[src/rtl/core/frm_pkg.sv]
`default_nettype none
package frm_pkg;

   localparam int RATE_W = 32;
   localparam int TS_W = 32;
   localparam int WIN_MS_W = 16;
   localparam int WIN_CNT_W = 24;
   localparam int SES_CNT_W = 32;
   localparam int MS_W = 10;
   localparam int CSR_DATA_W = 16;

   localparam logic [MS_W-1:0] MS_PER_S = MS_W'(1000);
   localparam logic [WIN_MS_W-1:0] WIN_MS_RESET = WIN_MS_W'(1000);
   localparam logic [RATE_W-1:0] RATE_MAX = {RATE_W{1'b1}};

   typedef logic [1:0] kind_type;
   localparam kind_type KIND_FRAME = 2'd0;
   localparam kind_type KIND_WINDOW = 2'd1;
   localparam kind_type KIND_REPORT = 2'd2;

   localparam logic OP_FRAME = 1'b0;
   localparam logic OP_REPORT = 1'b1;

   typedef logic [0:0] csr_index_type;
   localparam csr_index_type CSR_MEASURE_ENABLE = 1'd0;
   localparam csr_index_type CSR_WINDOW_MS = 1'd1;

   typedef struct packed {
      logic load;
      logic prep;
      logic mul;
      logic div_step;
      logic finish;
   } cmd_type;

   typedef struct packed {
      logic need_div;
      logic div_last;
   } stat_type;

   typedef struct packed {
      kind_type kind;
      logic [RATE_W-1:0] rate_q8;
      logic [RATE_W-1:0] best_q8;
      logic [RATE_W-1:0] worst_q8;
      logic zero_elapsed;
   } rsp_payload_type;

endpackage
`default_nettype wire

[src/rtl/core/frm_req_if.sv]
`default_nettype none
interface frm_req_if;
   import frm_pkg::*;

   logic valid;
   logic ready;
   logic operation;
   logic [TS_W-1:0] timestamp_ms;

   modport source (output valid, output operation, output timestamp_ms, input ready);
   modport sink (input valid, input operation, input timestamp_ms, output ready);
endinterface
`default_nettype wire

[src/rtl/core/frm_rsp_if.sv]
`default_nettype none
interface frm_rsp_if;
   import frm_pkg::*;

   logic valid;
   logic ready;
   kind_type kind;
   logic [RATE_W-1:0] rate_q8;
   logic [RATE_W-1:0] best_q8;
   logic [RATE_W-1:0] worst_q8;
   logic zero_elapsed;

   modport source (output valid, output kind, output rate_q8, output best_q8,
                   output worst_q8, output zero_elapsed, input ready);
   modport sink (input valid, input kind, input rate_q8, input best_q8,
                 input worst_q8, input zero_elapsed, output ready);
endinterface
`default_nettype wire

[src/rtl/core/frame_rate_meter_top.sv]
`default_nettype none
// Frame rate meter. Each request is a frame event or a report, stamped in
// milliseconds, and yields exactly one response. A request that needs no
// division goes through load, preparation, multiply and finish to the
// response register; one that produces a window rate or a report over a
// nonzero elapsed time also passes through the restoring divider, which
// retires one quotient bit per cycle. One request is processed at a time;
// the next request is accepted as soon as the previous one has reached the
// response register, even while that response waits to be taken.
// Configuration writes must only be made while the block is idle.
module frame_rate_meter_top #(
   parameter int FRAC_BITS = 8,
   parameter int TIME_BITS = 32
) (
   input  wire logic                           clock,
   input  wire logic                           reset,
   frm_req_if.sink                             req_ch,
   frm_rsp_if.source                           rsp_ch,
   input  wire logic                           csr_we,
   input  wire frm_pkg::csr_index_type         csr_index,
   input  wire logic [frm_pkg::CSR_DATA_W-1:0] csr_wdata
);
   import frm_pkg::*;

   cmd_type         cmd;
   stat_type        stat;
   rsp_payload_type rsp_payload;

   frm_ctrl u_ctrl (
      .clock     (clock),
      .reset     (reset),
      .req_valid (req_ch.valid),
      .req_ready (req_ch.ready),
      .rsp_valid (rsp_ch.valid),
      .rsp_ready (rsp_ch.ready),
      .cmd       (cmd),
      .stat      (stat)
   );

   frm_dp #(
      .FRAC_BITS (FRAC_BITS),
      .TIME_BITS (TIME_BITS)
   ) u_dp (
      .clock            (clock),
      .reset            (reset),
      .cmd              (cmd),
      .stat             (stat),
      .req_operation    (req_ch.operation),
      .req_timestamp_ms (req_ch.timestamp_ms),
      .csr_we           (csr_we),
      .csr_index        (csr_index),
      .csr_wdata        (csr_wdata),
      .rsp_payload      (rsp_payload)
   );

   assign rsp_ch.kind = rsp_payload.kind;
   assign rsp_ch.rate_q8 = rsp_payload.rate_q8;
   assign rsp_ch.best_q8 = rsp_payload.best_q8;
   assign rsp_ch.worst_q8 = rsp_payload.worst_q8;
   assign rsp_ch.zero_elapsed = rsp_payload.zero_elapsed;
endmodule
`default_nettype wire

[src/rtl/core/frm_dp.sv]
`default_nettype none
module frm_dp #(
   parameter int FRAC_BITS = 8,
   parameter int TIME_BITS = 32
) (
   input  wire logic                          clock,
   input  wire logic                          reset,
   input  wire frm_pkg::cmd_type              cmd,
   output frm_pkg::stat_type                  stat,
   input  wire logic                          req_operation,
   input  wire logic [frm_pkg::TS_W-1:0]      req_timestamp_ms,
   input  wire logic                          csr_we,
   input  wire frm_pkg::csr_index_type        csr_index,
   input  wire logic [frm_pkg::CSR_DATA_W-1:0] csr_wdata,
   output frm_pkg::rsp_payload_type           rsp_payload
);
   import frm_pkg::*;

   localparam int NUM_W = SES_CNT_W + MS_W + FRAC_BITS;
   localparam int CNT_W = $clog2(NUM_W + 1);

   logic                  meas_en_ff, meas_en_in;
   logic [WIN_MS_W-1:0]   win_ms_ff, win_ms_in;
   logic                  ses_started_ff, ses_started_in;
   logic [TIME_BITS-1:0]  ses_start_ff, ses_start_in;
   logic                  win_started_ff, win_started_in;
   logic [TIME_BITS-1:0]  win_start_ff, win_start_in;
   logic [WIN_CNT_W-1:0]  win_frames_ff, win_frames_in;
   logic [SES_CNT_W-1:0]  ses_frames_ff, ses_frames_in;
   logic [RATE_W-1:0]     best_ff, best_in;
   logic [RATE_W-1:0]     worst_ff, worst_in;

   logic                  op_ff, op_in;
   logic [TIME_BITS-1:0]  t_ff, t_in;
   kind_type              kind_ff, kind_in;
   logic                  zero_ff, zero_in;
   logic                  need_div_ff, need_div_in;
   logic [SES_CNT_W-1:0]  count_ff, count_in;
   logic [TIME_BITS-1:0]  divisor_ff, divisor_in;
   logic [NUM_W-1:0]      num_ff, num_in;
   logic [TIME_BITS-1:0]  rem_ff, rem_in;
   logic [CNT_W-1:0]      cnt_ff, cnt_in;
   rsp_payload_type       rsp_ff, rsp_in;

   logic [WIN_CNT_W-1:0]  wf_inc;
   logic [TIME_BITS-1:0]  win_el;
   logic [TIME_BITS-1:0]  ses_el;
   logic [TIME_BITS:0]    trial;
   logic [TIME_BITS:0]    trial_diff;
   logic                  trial_ge;
   logic [RATE_W-1:0]     quot_sat;
   logic [RATE_W-1:0]     rate_val;
   logic [RATE_W-1:0]     best_new;
   logic [RATE_W-1:0]     worst_new;

   assign wf_inc = (&win_frames_ff) ? win_frames_ff : win_frames_ff + WIN_CNT_W'(1);
   assign win_el = t_ff - win_start_ff;
   assign ses_el = t_ff - ses_start_ff;
   assign trial = {rem_ff, num_ff[NUM_W-1]};
   assign trial_diff = trial - {1'b0, divisor_ff};
   assign trial_ge = trial >= {1'b0, divisor_ff};
   assign quot_sat = (|num_ff[NUM_W-1:RATE_W]) ? RATE_MAX : num_ff[RATE_W-1:0];

   always_comb begin
      if (kind_ff == KIND_FRAME) begin
         rate_val = '0;
      end else if (zero_ff) begin
         rate_val = RATE_MAX;
      end else begin
         rate_val = quot_sat;
      end
   end

   assign best_new = (rate_val > best_ff) ? rate_val : best_ff;
   assign worst_new = (worst_ff == '0 || rate_val < worst_ff) ? rate_val : worst_ff;

   always_comb begin
      meas_en_in = meas_en_ff;
      win_ms_in = win_ms_ff;
      ses_started_in = ses_started_ff;
      ses_start_in = ses_start_ff;
      win_started_in = win_started_ff;
      win_start_in = win_start_ff;
      win_frames_in = win_frames_ff;
      ses_frames_in = ses_frames_ff;
      best_in = best_ff;
      worst_in = worst_ff;
      op_in = op_ff;
      t_in = t_ff;
      kind_in = kind_ff;
      zero_in = zero_ff;
      need_div_in = need_div_ff;
      count_in = count_ff;
      divisor_in = divisor_ff;
      num_in = num_ff;
      rem_in = rem_ff;
      cnt_in = cnt_ff;
      rsp_in = rsp_ff;

      if (csr_we) begin
         unique case (csr_index)
            CSR_MEASURE_ENABLE: meas_en_in = csr_wdata[0];
            CSR_WINDOW_MS: win_ms_in = csr_wdata[WIN_MS_W-1:0];
            default: meas_en_in = meas_en_ff;
         endcase
      end

      if (cmd.load) begin
         op_in = req_operation;
         t_in = TIME_BITS'(req_timestamp_ms);
      end

      if (cmd.prep) begin
         kind_in = KIND_FRAME;
         zero_in = 1'b0;
         need_div_in = 1'b0;
         count_in = '0;
         divisor_in = '0;
         if (op_ff == OP_FRAME) begin
            if (!(&ses_frames_ff)) begin
               ses_frames_in = ses_frames_ff + SES_CNT_W'(1);
            end
            if (!ses_started_ff) begin
               ses_started_in = 1'b1;
               ses_start_in = t_ff;
            end
            if (meas_en_ff) begin
               win_frames_in = wf_inc;
               if (win_started_ff) begin
                  if (win_el >= TIME_BITS'(win_ms_ff)) begin
                     kind_in = KIND_WINDOW;
                     count_in = SES_CNT_W'(wf_inc);
                     divisor_in = win_el;
                     zero_in = (win_el == '0);
                     need_div_in = (win_el != '0);
                  end
               end else begin
                  win_started_in = 1'b1;
                  win_start_in = t_ff;
               end
            end
         end else begin
            kind_in = KIND_REPORT;
            count_in = ses_frames_ff;
            divisor_in = ses_el;
            zero_in = (ses_el == '0);
            need_div_in = (ses_el != '0);
         end
      end

      if (cmd.mul) begin
         num_in = (NUM_W'(count_ff) * NUM_W'(MS_PER_S)) << FRAC_BITS;
         rem_in = '0;
         cnt_in = CNT_W'(NUM_W);
      end

      if (cmd.div_step) begin
         rem_in = trial_ge ? trial_diff[TIME_BITS-1:0] : trial[TIME_BITS-1:0];
         num_in = {num_ff[NUM_W-2:0], trial_ge};
         cnt_in = cnt_ff - CNT_W'(1);
      end

      if (cmd.finish) begin
         rsp_in.kind = kind_ff;
         rsp_in.rate_q8 = rate_val;
         rsp_in.zero_elapsed = zero_ff;
         rsp_in.best_q8 = best_ff;
         rsp_in.worst_q8 = worst_ff;
         unique case (kind_ff)
            KIND_WINDOW: begin
               win_start_in = t_ff;
               win_frames_in = '0;
               best_in = best_new;
               worst_in = worst_new;
               rsp_in.best_q8 = best_new;
               rsp_in.worst_q8 = worst_new;
            end
            KIND_REPORT: begin
               ses_started_in = 1'b0;
               ses_start_in = '0;
               win_started_in = 1'b0;
               win_start_in = '0;
               win_frames_in = '0;
               ses_frames_in = '0;
               best_in = '0;
               worst_in = '0;
            end
            default: begin
               best_in = best_ff;
            end
         endcase
      end
   end

   always_ff @(posedge clock) begin
      if (reset) begin
         meas_en_ff <= 1'b0;
         win_ms_ff <= WIN_MS_RESET;
         ses_started_ff <= 1'b0;
         ses_start_ff <= '0;
         win_started_ff <= 1'b0;
         win_start_ff <= '0;
         win_frames_ff <= '0;
         ses_frames_ff <= '0;
         best_ff <= '0;
         worst_ff <= '0;
         cnt_ff <= '0;
      end else begin
         meas_en_ff <= meas_en_in;
         win_ms_ff <= win_ms_in;
         ses_started_ff <= ses_started_in;
         ses_start_ff <= ses_start_in;
         win_started_ff <= win_started_in;
         win_start_ff <= win_start_in;
         win_frames_ff <= win_frames_in;
         ses_frames_ff <= ses_frames_in;
         best_ff <= best_in;
         worst_ff <= worst_in;
         cnt_ff <= cnt_in;
      end
   end

   always_ff @(posedge clock) begin
      op_ff <= op_in;
      t_ff <= t_in;
      kind_ff <= kind_in;
      zero_ff <= zero_in;
      need_div_ff <= need_div_in;
      count_ff <= count_in;
      divisor_ff <= divisor_in;
      num_ff <= num_in;
      rem_ff <= rem_in;
      rsp_ff <= rsp_in;
   end

   assign stat.need_div = need_div_ff;
   assign stat.div_last = (cnt_ff == CNT_W'(1));
   assign rsp_payload = rsp_ff;

   // The divider remainder must always stay below the divisor.
   a_rem_below_divisor: assert property (@(posedge clock) disable iff (reset)
      cmd.div_step |=> (rem_ff < divisor_ff))
      else $error("divider remainder reached the divisor");

   // A window rate never clears the worst rate unless the rate itself is zero.
   a_worst_tracks: assert property (@(posedge clock) disable iff (reset)
      (cmd.finish && kind_ff == KIND_WINDOW && rate_val != '0) |=> (worst_ff != '0))
      else $error("worst rate lost after a nonzero window rate");

   // A report leaves the session empty.
   a_report_clears: assert property (@(posedge clock) disable iff (reset)
      (cmd.finish && kind_ff == KIND_REPORT) |=>
         (!ses_started_ff && ses_frames_ff == '0 && best_ff == '0))
      else $error("session state survived a report");
endmodule
`default_nettype wire

[src/rtl/core/frm_ctrl.sv]
`default_nettype none
module frm_ctrl (
   input  wire logic              clock,
   input  wire logic              reset,
   input  wire logic              req_valid,
   output logic                   req_ready,
   output logic                   rsp_valid,
   input  wire logic              rsp_ready,
   output frm_pkg::cmd_type       cmd,
   input  wire frm_pkg::stat_type stat
);
   import frm_pkg::*;

   localparam logic [2:0] S_IDLE = 3'd0;
   localparam logic [2:0] S_PREP = 3'd1;
   localparam logic [2:0] S_MUL  = 3'd2;
   localparam logic [2:0] S_DIV  = 3'd3;
   localparam logic [2:0] S_FIN  = 3'd4;

   logic [2:0] state_ff, state_in;
   logic       rsp_valid_ff, rsp_valid_in;
   logic       out_free;

   assign out_free = !rsp_valid_ff || rsp_ready;

   always_comb begin
      state_in = state_ff;
      cmd = '0;
      unique case (state_ff)
         S_IDLE: begin
            if (req_valid) begin
               cmd.load = 1'b1;
               state_in = S_PREP;
            end
         end
         S_PREP: begin
            cmd.prep = 1'b1;
            state_in = S_MUL;
         end
         S_MUL: begin
            cmd.mul = 1'b1;
            state_in = stat.need_div ? S_DIV : S_FIN;
         end
         S_DIV: begin
            cmd.div_step = 1'b1;
            if (stat.div_last) begin
               state_in = S_FIN;
            end
         end
         S_FIN: begin
            if (out_free) begin
               cmd.finish = 1'b1;
               state_in = S_IDLE;
            end
         end
         default: state_in = S_IDLE;
      endcase
   end

   always_comb begin
      rsp_valid_in = rsp_valid_ff;
      if (cmd.finish) begin
         rsp_valid_in = 1'b1;
      end else if (rsp_ready) begin
         rsp_valid_in = 1'b0;
      end
   end

   always_ff @(posedge clock) begin
      if (reset) begin
         state_ff <= S_IDLE;
         rsp_valid_ff <= 1'b0;
      end else begin
         state_ff <= state_in;
         rsp_valid_ff <= rsp_valid_in;
      end
   end

   assign req_ready = (state_ff == S_IDLE);
   assign rsp_valid = rsp_valid_ff;

   // An accepted request always moves on to preparation.
   a_load_to_prep: assert property (@(posedge clock) disable iff (reset)
      cmd.load |=> (state_ff == S_PREP))
      else $error("accepted request did not enter preparation");

   // A result is only loaded when the output register is free.
   a_finish_free: assert property (@(posedge clock) disable iff (reset)
      cmd.finish |-> (!rsp_valid_ff || rsp_ready))
      else $error("result overwrote a pending response");

   // The last divide step hands over to the finish state.
   a_div_exit: assert property (@(posedge clock) disable iff (reset)
      (state_ff == S_DIV && stat.div_last) |=> (state_ff == S_FIN))
      else $error("divider did not stop after its last step");

   // Finishing shows the response and frees the input side.
   a_finish_show: assert property (@(posedge clock) disable iff (reset)
      cmd.finish |=> (rsp_valid_ff && state_ff == S_IDLE))
      else $error("finished result not presented");
endmodule
`default_nettype wire

[src/flat_wrapper.sv]
// flat-port wrapper written by rule: the top's interface ports become plain ports
module frame_rate_meter_top_flat import frm_pkg::*;
#(
   parameter int FRAC_BITS = 8,
   parameter int TIME_BITS = 32
)
  (clock, reset, csr_we, csr_index, csr_wdata, req_ch_valid, req_ch_operation, req_ch_timestamp_ms, req_ch_ready, rsp_ch_valid, rsp_ch_kind, rsp_ch_rate_q8, rsp_ch_best_q8, rsp_ch_worst_q8, rsp_ch_zero_elapsed, rsp_ch_ready);
  frm_req_if req_ch_i ();
  frm_rsp_if rsp_ch_i ();
  input  wire logic clock;
  input  wire logic reset;
  input  wire logic csr_we;
  input  wire frm_pkg::csr_index_type csr_index;
  input  wire logic [frm_pkg::CSR_DATA_W-1:0] csr_wdata;
  input wire logic [$bits(req_ch_i.valid)-1:0] req_ch_valid;
  input wire logic [$bits(req_ch_i.operation)-1:0] req_ch_operation;
  input wire logic [$bits(req_ch_i.timestamp_ms)-1:0] req_ch_timestamp_ms;
  output wire logic [$bits(req_ch_i.ready)-1:0] req_ch_ready;
  output wire logic [$bits(rsp_ch_i.valid)-1:0] rsp_ch_valid;
  output wire logic [$bits(rsp_ch_i.kind)-1:0] rsp_ch_kind;
  output wire logic [$bits(rsp_ch_i.rate_q8)-1:0] rsp_ch_rate_q8;
  output wire logic [$bits(rsp_ch_i.best_q8)-1:0] rsp_ch_best_q8;
  output wire logic [$bits(rsp_ch_i.worst_q8)-1:0] rsp_ch_worst_q8;
  output wire logic [$bits(rsp_ch_i.zero_elapsed)-1:0] rsp_ch_zero_elapsed;
  input wire logic [$bits(rsp_ch_i.ready)-1:0] rsp_ch_ready;
  assign req_ch_i.valid = req_ch_valid;
  assign req_ch_i.operation = req_ch_operation;
  assign req_ch_i.timestamp_ms = req_ch_timestamp_ms;
  assign req_ch_ready = req_ch_i.ready;
  assign rsp_ch_valid = rsp_ch_i.valid;
  assign rsp_ch_kind = rsp_ch_i.kind;
  assign rsp_ch_rate_q8 = rsp_ch_i.rate_q8;
  assign rsp_ch_best_q8 = rsp_ch_i.best_q8;
  assign rsp_ch_worst_q8 = rsp_ch_i.worst_q8;
  assign rsp_ch_zero_elapsed = rsp_ch_i.zero_elapsed;
  assign rsp_ch_i.ready = rsp_ch_ready;
  frame_rate_meter_top #(.FRAC_BITS(FRAC_BITS), .TIME_BITS(TIME_BITS)) u_core (.clock(clock), .reset(reset), .req_ch(req_ch_i), .rsp_ch(rsp_ch_i), .csr_we(csr_we), .csr_index(csr_index), .csr_wdata(csr_wdata));
endmodule
[config.mk]
export PLATFORM = sky130hd
export DESIGN_NAME = frame_rate_meter_top_flat
export DESIGN_NICKNAME = d
export VERILOG_FILES = /design/src/rtl/core/frm_pkg.sv /design/src/rtl/core/frm_req_if.sv /design/src/rtl/core/frm_rsp_if.sv /design/src/rtl/core/frame_rate_meter_top.sv /design/src/rtl/core/frm_dp.sv /design/src/rtl/core/frm_ctrl.sv /design/src/flat_wrapper.sv
export SDC_FILE = /design/constraint.sdc
export NUM_CORES = 2
export LEC_CHECK = 0
export ABC_CLOCK_PERIOD_IN_PS = 7800
export BUFFER_PORTS_ARGS = -buffer_cell sky130_fd_sc_hd__buf_2
export CAP_MARGIN = 20
export CORE_MARGIN = 2
export CORE_UTILIZATION = 25
export DETAILED_ROUTE_END_ITERATION = 8
export PLACE_DENSITY = 0.47
export SKIP_LAST_GASP = 1
export SYNTH_ARGS = -nofsm -noshare
export SYNTH_HDL_FRONTEND = slang
export SYNTH_HIERARCHICAL = 1
export SYNTH_SLANG_ARGS = --single-unit
[constraint.sdc]
create_clock -name clock -period 7.8 [get_ports clock]
set_input_delay 1.95 -clock clock [delete_from_list [all_inputs] [get_ports clock]]
set_output_delay 1.95 -clock clock [all_outputs]
set_load 0.005 [all_outputs]
### Word-level counts from Yosys, hierarchy flattened

Index checks and enable logic that the tools add are counted.

* add/subtract/negate cells: 6
* multipliers: 1
* div/mod/pow operators: 0
* order comparisons: 4
* equal/unequal tests: 10
* shift operators: 0
* multiplexer cells: 77
* bitwise gates (word level): 3
* reductions and logical operators: 22

Operators with widths (count)
* $mux 32: 28
* $mux 24: 9
* $pmux 32 s2: 3
* $mux 50: 2
* $logic_not 32->1: 3
* $sub 32x32->32: 3
* $mux 64: 1
* $reduce_bool 32->1: 2
* $mul 32x7->39 const B: 1
* $ge 33x32->1: 1
* $add 32x1->32 const B: 1
* $ge 32x16->1: 1
* $gt 32x32->1: 1
* $lt 32x32->1: 1
* $reduce_and 32->1: 1
* $mux 1: 27
* $add 24x1->24 const B: 1
* $reduce_and 24->1: 1
* $reduce_or 18->1: 1
* $pmux 3 s5: 1
* $mux 3: 4
* $mux 6: 2
* $eq 3x2->1 const B: 2
* $eq 6x1->1 const B: 1
* other kinds (17): 25

* register bits after elaboration: 495
* bits in latches: 0
* bits in writable memories: 0
* bits in read-only memories: 0
* input port bits: 55
* output and inout port bits: 101
* logic and storage cells: 151
* memories kept: 0

### Logic depth before layout (Yosys ltp)

* depth after elaboration: 8
* mapped depth: 21
* gate-level depth less buffers: 20

### Cells and area by module

Netlist, hierarchy kept.

Modules (own cells, without submodules)
* frm_dp: instances 1, cells an instance 3388, area an instance 31918.1 µm², sequential area each 12652.1 µm²
* frm_ctrl: instances 1, cells an instance 37, area an instance 322.8 µm², sequential area each 80.1 µm²

### Worst setup path after synthesis

OpenSTA, ideal clock, no wires.

* kind: reg2reg
* from: register u_core.u_ctrl.state_ff[2]
* to: register u_core.u_dp.ses_frames_ff[29]
* setup time: 70 ps
* data arrival time: 7382 ps
* slack: 348 ps
* stages on the path, launching flop included: 10
* period minus slack after synthesis: 7452 ps
* cell sequence: dfxtp_1 -> buf_4 -> nor3b_1 -> nor2b_1 -> o31ai_1 -> nor2_1 -> nand3_1 -> or3_1 -> or3_1 -> a21oi_1

RTL lines
* from (decl): line frm_ctrl.sv:20 `logic [2:0] state_ff, state_in;`
* from (signal assigned): line frm_ctrl.sv:74 `state_ff <= state_in;`
* to (signal assigned): line frm_dp.sv:216 `ses_frames_ff <= ses_frames_in;`
* to (decl): line frm_dp.sv:29 `logic [SES_CNT_W-1:0] ses_frames_ff, ses_frames_in;`

### Worst setup path after layout

* from: register u_core.u_dp.count_ff[5]
* to: register u_core.u_dp.num_ff[48], data pin

* cells in the longest elaborated chain, start to end: 3

Ends and longest elaborated chain
* from (decl): line frm_dp.sv:38 `logic [SES_CNT_W-1:0] count_ff, count_in;`
* from (signal assigned): line frm_dp.sv:229 `count_ff <= count_in;`
* $mul 32x7->39: line frm_dp.sv:152 `num_in = (NUM_W'(count_ff) * NUM_W'(MS_PER_S)) << FRAC_BITS;`
* $mux 50: line frm_dp.sv:151 `if (cmd.mul) begin`
* $mux 50: line frm_dp.sv:157 `if (cmd.div_step) begin`
* via u_core.u_dp.num_in[48]: line frm_dp.sv:40 `logic [NUM_W-1:0] num_ff, num_in;`
* to (signal assigned): line frm_dp.sv:231 `num_ff <= num_in;`
* to (decl): line frm_dp.sv:40

The timed path passes the listed nets, and every way through them passes these cells. The select of a mux whose other input is x is not followed.
A chain may end at the register's enable or synchronous reset.

==> impl_metrics.ini <==
[synthesis]
synth.mux.area_fraction_pct = 0.524
yosys_warnings = 6
synthDistinctLibCells = 85
avgSynthCellArea_sq_um = 9.41
synthDominantCellAreaShare_pct = 26.3
synthCells = 3425
synth_compound_gate_area_share_pct = 16.8
syn_nets = 3866
ys_async_sr_fraction_pct = 0
ys.flop_type = edfxtp_1
yosysSeqAreaShare_pct = 39.5
synth_adder_area_share_pct = 17.8
yosys_register_bits = 495
synth_top_family_by_area = adder cells
synth_xor_area_share_pct = 4.59
synth_enable_flop_cells = 282
area_fraction_in_and_or_nand_and_nor_cells_after_synthesis_pct = 14.2
leading_post_synthesis_cells_by_cell_area = edfxtp_1 26%, dfxtp_1 13%, ha_1 10%
netlist.top_cell.by_area = edfxtp_1
netlist_area_sq_um = 32200

[power]
total_power_mw = 17.6
static-leakage-power_nw = 14.2
pwr_density_cell_nw_per_um2 = 474
worst_ir_drop_vdd_mv = 0.406

[cts]
numClockSinks = 495
postcts_resize_cnt = 0
clk_latency_ns = 0.65
clock-root-buffer = clkbuf_16
cts-buffers-inserted = 66
cts_tree = done
cts_hold_buf = 0
cts-root-to-sink-buffers = 3
ctsHtreeMaxLevel = 3
cts_setup_buffers = 0
clkTransAtPathRegs_ns = 0.05

[die]
dieWidth_microns = 363
initial_core_util_pct = 25.2
fp.coreArea_sq_um = 128000
ioPinCount = 156
fp-row-count = 131
die_area_sq_um = 132000
die_height_microns = 363

[final_layout]
antenna_cells = 0
fillerInstances = 13516
layout-drive-gt1-share_pct = 9.22
num-nets-final = 3989
area_growth_syn_to_layout_pct = 15.0
final_cell_count_no_fill = 5264
final_area_sq_um = 37100

[place]
post-dp-hpwl_mm = 64.8
dp.cells = 5141
routabilityCongestion = 0.816
dpl_worst_slack_ns = 1.58
dpl_cell_area_sq_um = 34800
number_of_input_and_output_port_buffers_inserted = 155

[sta]
fin_crit_sh_pct = 79.3
timing_worst_slew_pin_value_ns = 1.08
maxSlewHeadroom_pct = 27.9
finalMaxSlewViolations = 0
maximum_operating_frequency_mhz = 162
fin_crit_ns = 6.18
final_hold_viol_count = 0
clock_skew_ns = 0.0365
worst_setup_slack_after_layout_ns = 1.62
final_number_of_setup_violating_endpoints = 0
rsz_0062_raised_after_global_routing = no
final.setup.tns_ns = 0

[global_routing]
global_route.overflow_total = 0
grtUsageTotal_pct = 12.7
grt_antenna_before_repair = 5
grt_first_pass_wirelength_mm = 134
grt_start_max_net_pins = 82
number_of_global_route_vias_before_repair = 23726

[worst_setup_path]
worstPathRequired_ns = 8.19
cp_launch_type = flip-flop
timing.critical_path.fanout_max = 4
critical_path_class = reg -> reg
worst-r2r-setup-slack_ns = 1.62
timing.critical_path.to_type = flip-flop
worst_endpoint_data_arrival_time_ns = 6.57

[drt]
drt_pre_antenna_iters = 7
wl_per_cell_microns = 16.0
detail_route.iter0.violations = 1683
totalWireLength_mm = 84.2
final_antenna_net_count = 0
route.vias.total = 24112
routed_via_density = 4.58
final_routed_drc_violation_total = 0

[min_path]
min-delay-path-class = reg -> reg

[job]
drv.max_cap_violation_count = 0

[outcome]
run_status = completed
[report_power, final]
part / total (mW) / leakage (nW) / internal [mW] / switching, mW
Sequential: 3.99 / 4.36 / 3.72 / 0.275
Clock: 3.11 / 1.09 / 1.85 / 1.25
Combinational: 10.5 / 8.75 / 4.37 / 6.12
[worst max-delay path, cell delays in order, from the launching register on]
cell and delay [ns]:
edfxtp_1 0.41, inv_1 0.22, fa_1 0.48, fa_1 0.54
fa_1 0.44, fa_1 0.51, inv_1 0.04, ha_1 0.33
a21o_1 0.17, a21o_1 0.17, a21oi_1 0.22, a21boi_0 0.37
a211oi_1 0.19, o31ai_1 0.61, nor4_1 0.17, o311ai_0 0.46
a2bb2oi_1 0.16, xor2_1 0.16, mux2_2 0.26
[sequential cells by signal, summed over array words and instances, names as in the netlist, 2 cells and up]
name,count
u_core/u_dp/rsp_payload,99
u_core/u_dp/ses_start_ff,32
u_core/u_dp/rem_ff,32
u_core/u_dp/win_start_ff,32
u_core/u_dp/t_ff,32
u_core/u_dp/num_ff,50
u_core/u_dp/best_ff,32
u_core/u_dp/win_frames_ff,24
u_core/u_dp/count_ff,32
u_core/u_ctrl/state_ff,3
u_core/u_dp/cnt_ff,6
u_core/u_dp/worst_ff,32
u_core/u_dp/ses_frames_ff,32
u_core/u_dp/divisor_ff,32
u_core/u_dp/win_ms_ff,16
u_core/u_dp/kind_ff,2
[synthesized netlist by cell type, types with 21 or more instances]
cell type	number
clkbuf_1	109
nor4_1	30
ha_1	265
nand2b_1	33
inv_1	428
o21a_1	21
nand3_1	74
a22oi_1	34
and3_1	28
and2_1	28
nand2_1	373
nor2_1	198
nand4_1	46
a211oi_1	23
nor2b_1	27
dfxtp_1	213
or3_1	32
o2bb2ai_1	65
nor3_1	39
xnor2_1	83
a21oi_1	191
xor2_1	84
o21ai_0	252
a21o_1	87
edfxtp_1	282
fa_1	121
[final cells by class]
type                       count  area, sq um  share of cell area, %
timing repair buffer         184          991                   2.67
multi-input combinational   2373        17400                   47.0
sequential                   495        12700                   34.3
clock buffer                  80         1820                   4.90
tap                         1662         2080                   5.61
inverter                     428         1610                   4.33
clock inverter                42          443                   1.19
[path summary, 6_finish.rpt]
kind                                                   start                            to  cells past startpoint
worst max-delay path                 u_core/u_dp/count_ff[5]        u_core/u_dp/num_ff[48]                     18
worst min-delay path            u_core/u_dp/ses_start_ff[24]  u_core/u_dp/ses_start_ff[24]                      2
worst max register to register       u_core/u_dp/count_ff[5]        u_core/u_dp/num_ff[48]                     18
worst min register to register  u_core/u_dp/ses_start_ff[24]  u_core/u_dp/ses_start_ff[24]                      2
[logic make-up (layout without fill, tap and decap cells)]
family / Yosys count / count (layout)
adders and majority gates: 386 / 386
xor gates and xnor gates: 168 / 168
and+or+nand+nor: 962 / 962
muxes: 16 / 16
AOI/OAI and AO/OA: 841 / 841
DFF: 495 / 495
buffers and inverters: 557 / 734
[per-stage QoR]
stage,hold WS (ns),utilization (%)
6_report,0.453,29.0
5_1_grt,0.471,29.0
4_1_cts,0.455,29.0
3_5_place_dp,0.447,27.2
3_3_place_gp,0.436,27.2
2_1_floorplan,0.424,-
[cell usage in the layout, fill, tap and decap left out, drive strengths merged, types with 14 or more instances in the layout]
cell type / n
nand4: 46
ha: 265
nor4: 30
nand2b: 33
a31oi: 17
and3: 28
a21oi: 192
o21bai: 16
clkbuf: 80
a211oi: 23
buf: 184
a22o: 17
nor2: 198
and2: 28
o2bb2ai: 65
nand2: 373
nor3: 41
xor2: 84
nand3: 74
edfxtp: 282
o21a: 21
a21o: 87
a22oi: 34
nor2b: 28
fa: 121
dfxtp: 213
clkinv: 26
or3: 32
o21ai: 255
inv: 434
xnor2: 84
o31ai: 14
[layer usage]
layer  wire, microns  GRT usage (%)  up-vias  share of wire [%]
met5              46              0        -              0.055
met4            1920           3.51        6                2.3
met3            3280           2.31      113                3.9
met2           36100           19.5      438                 43
met1           42800           18.1    11315                 51
li1                -              -    12240                  -
(Power assumes the default switching activity.)
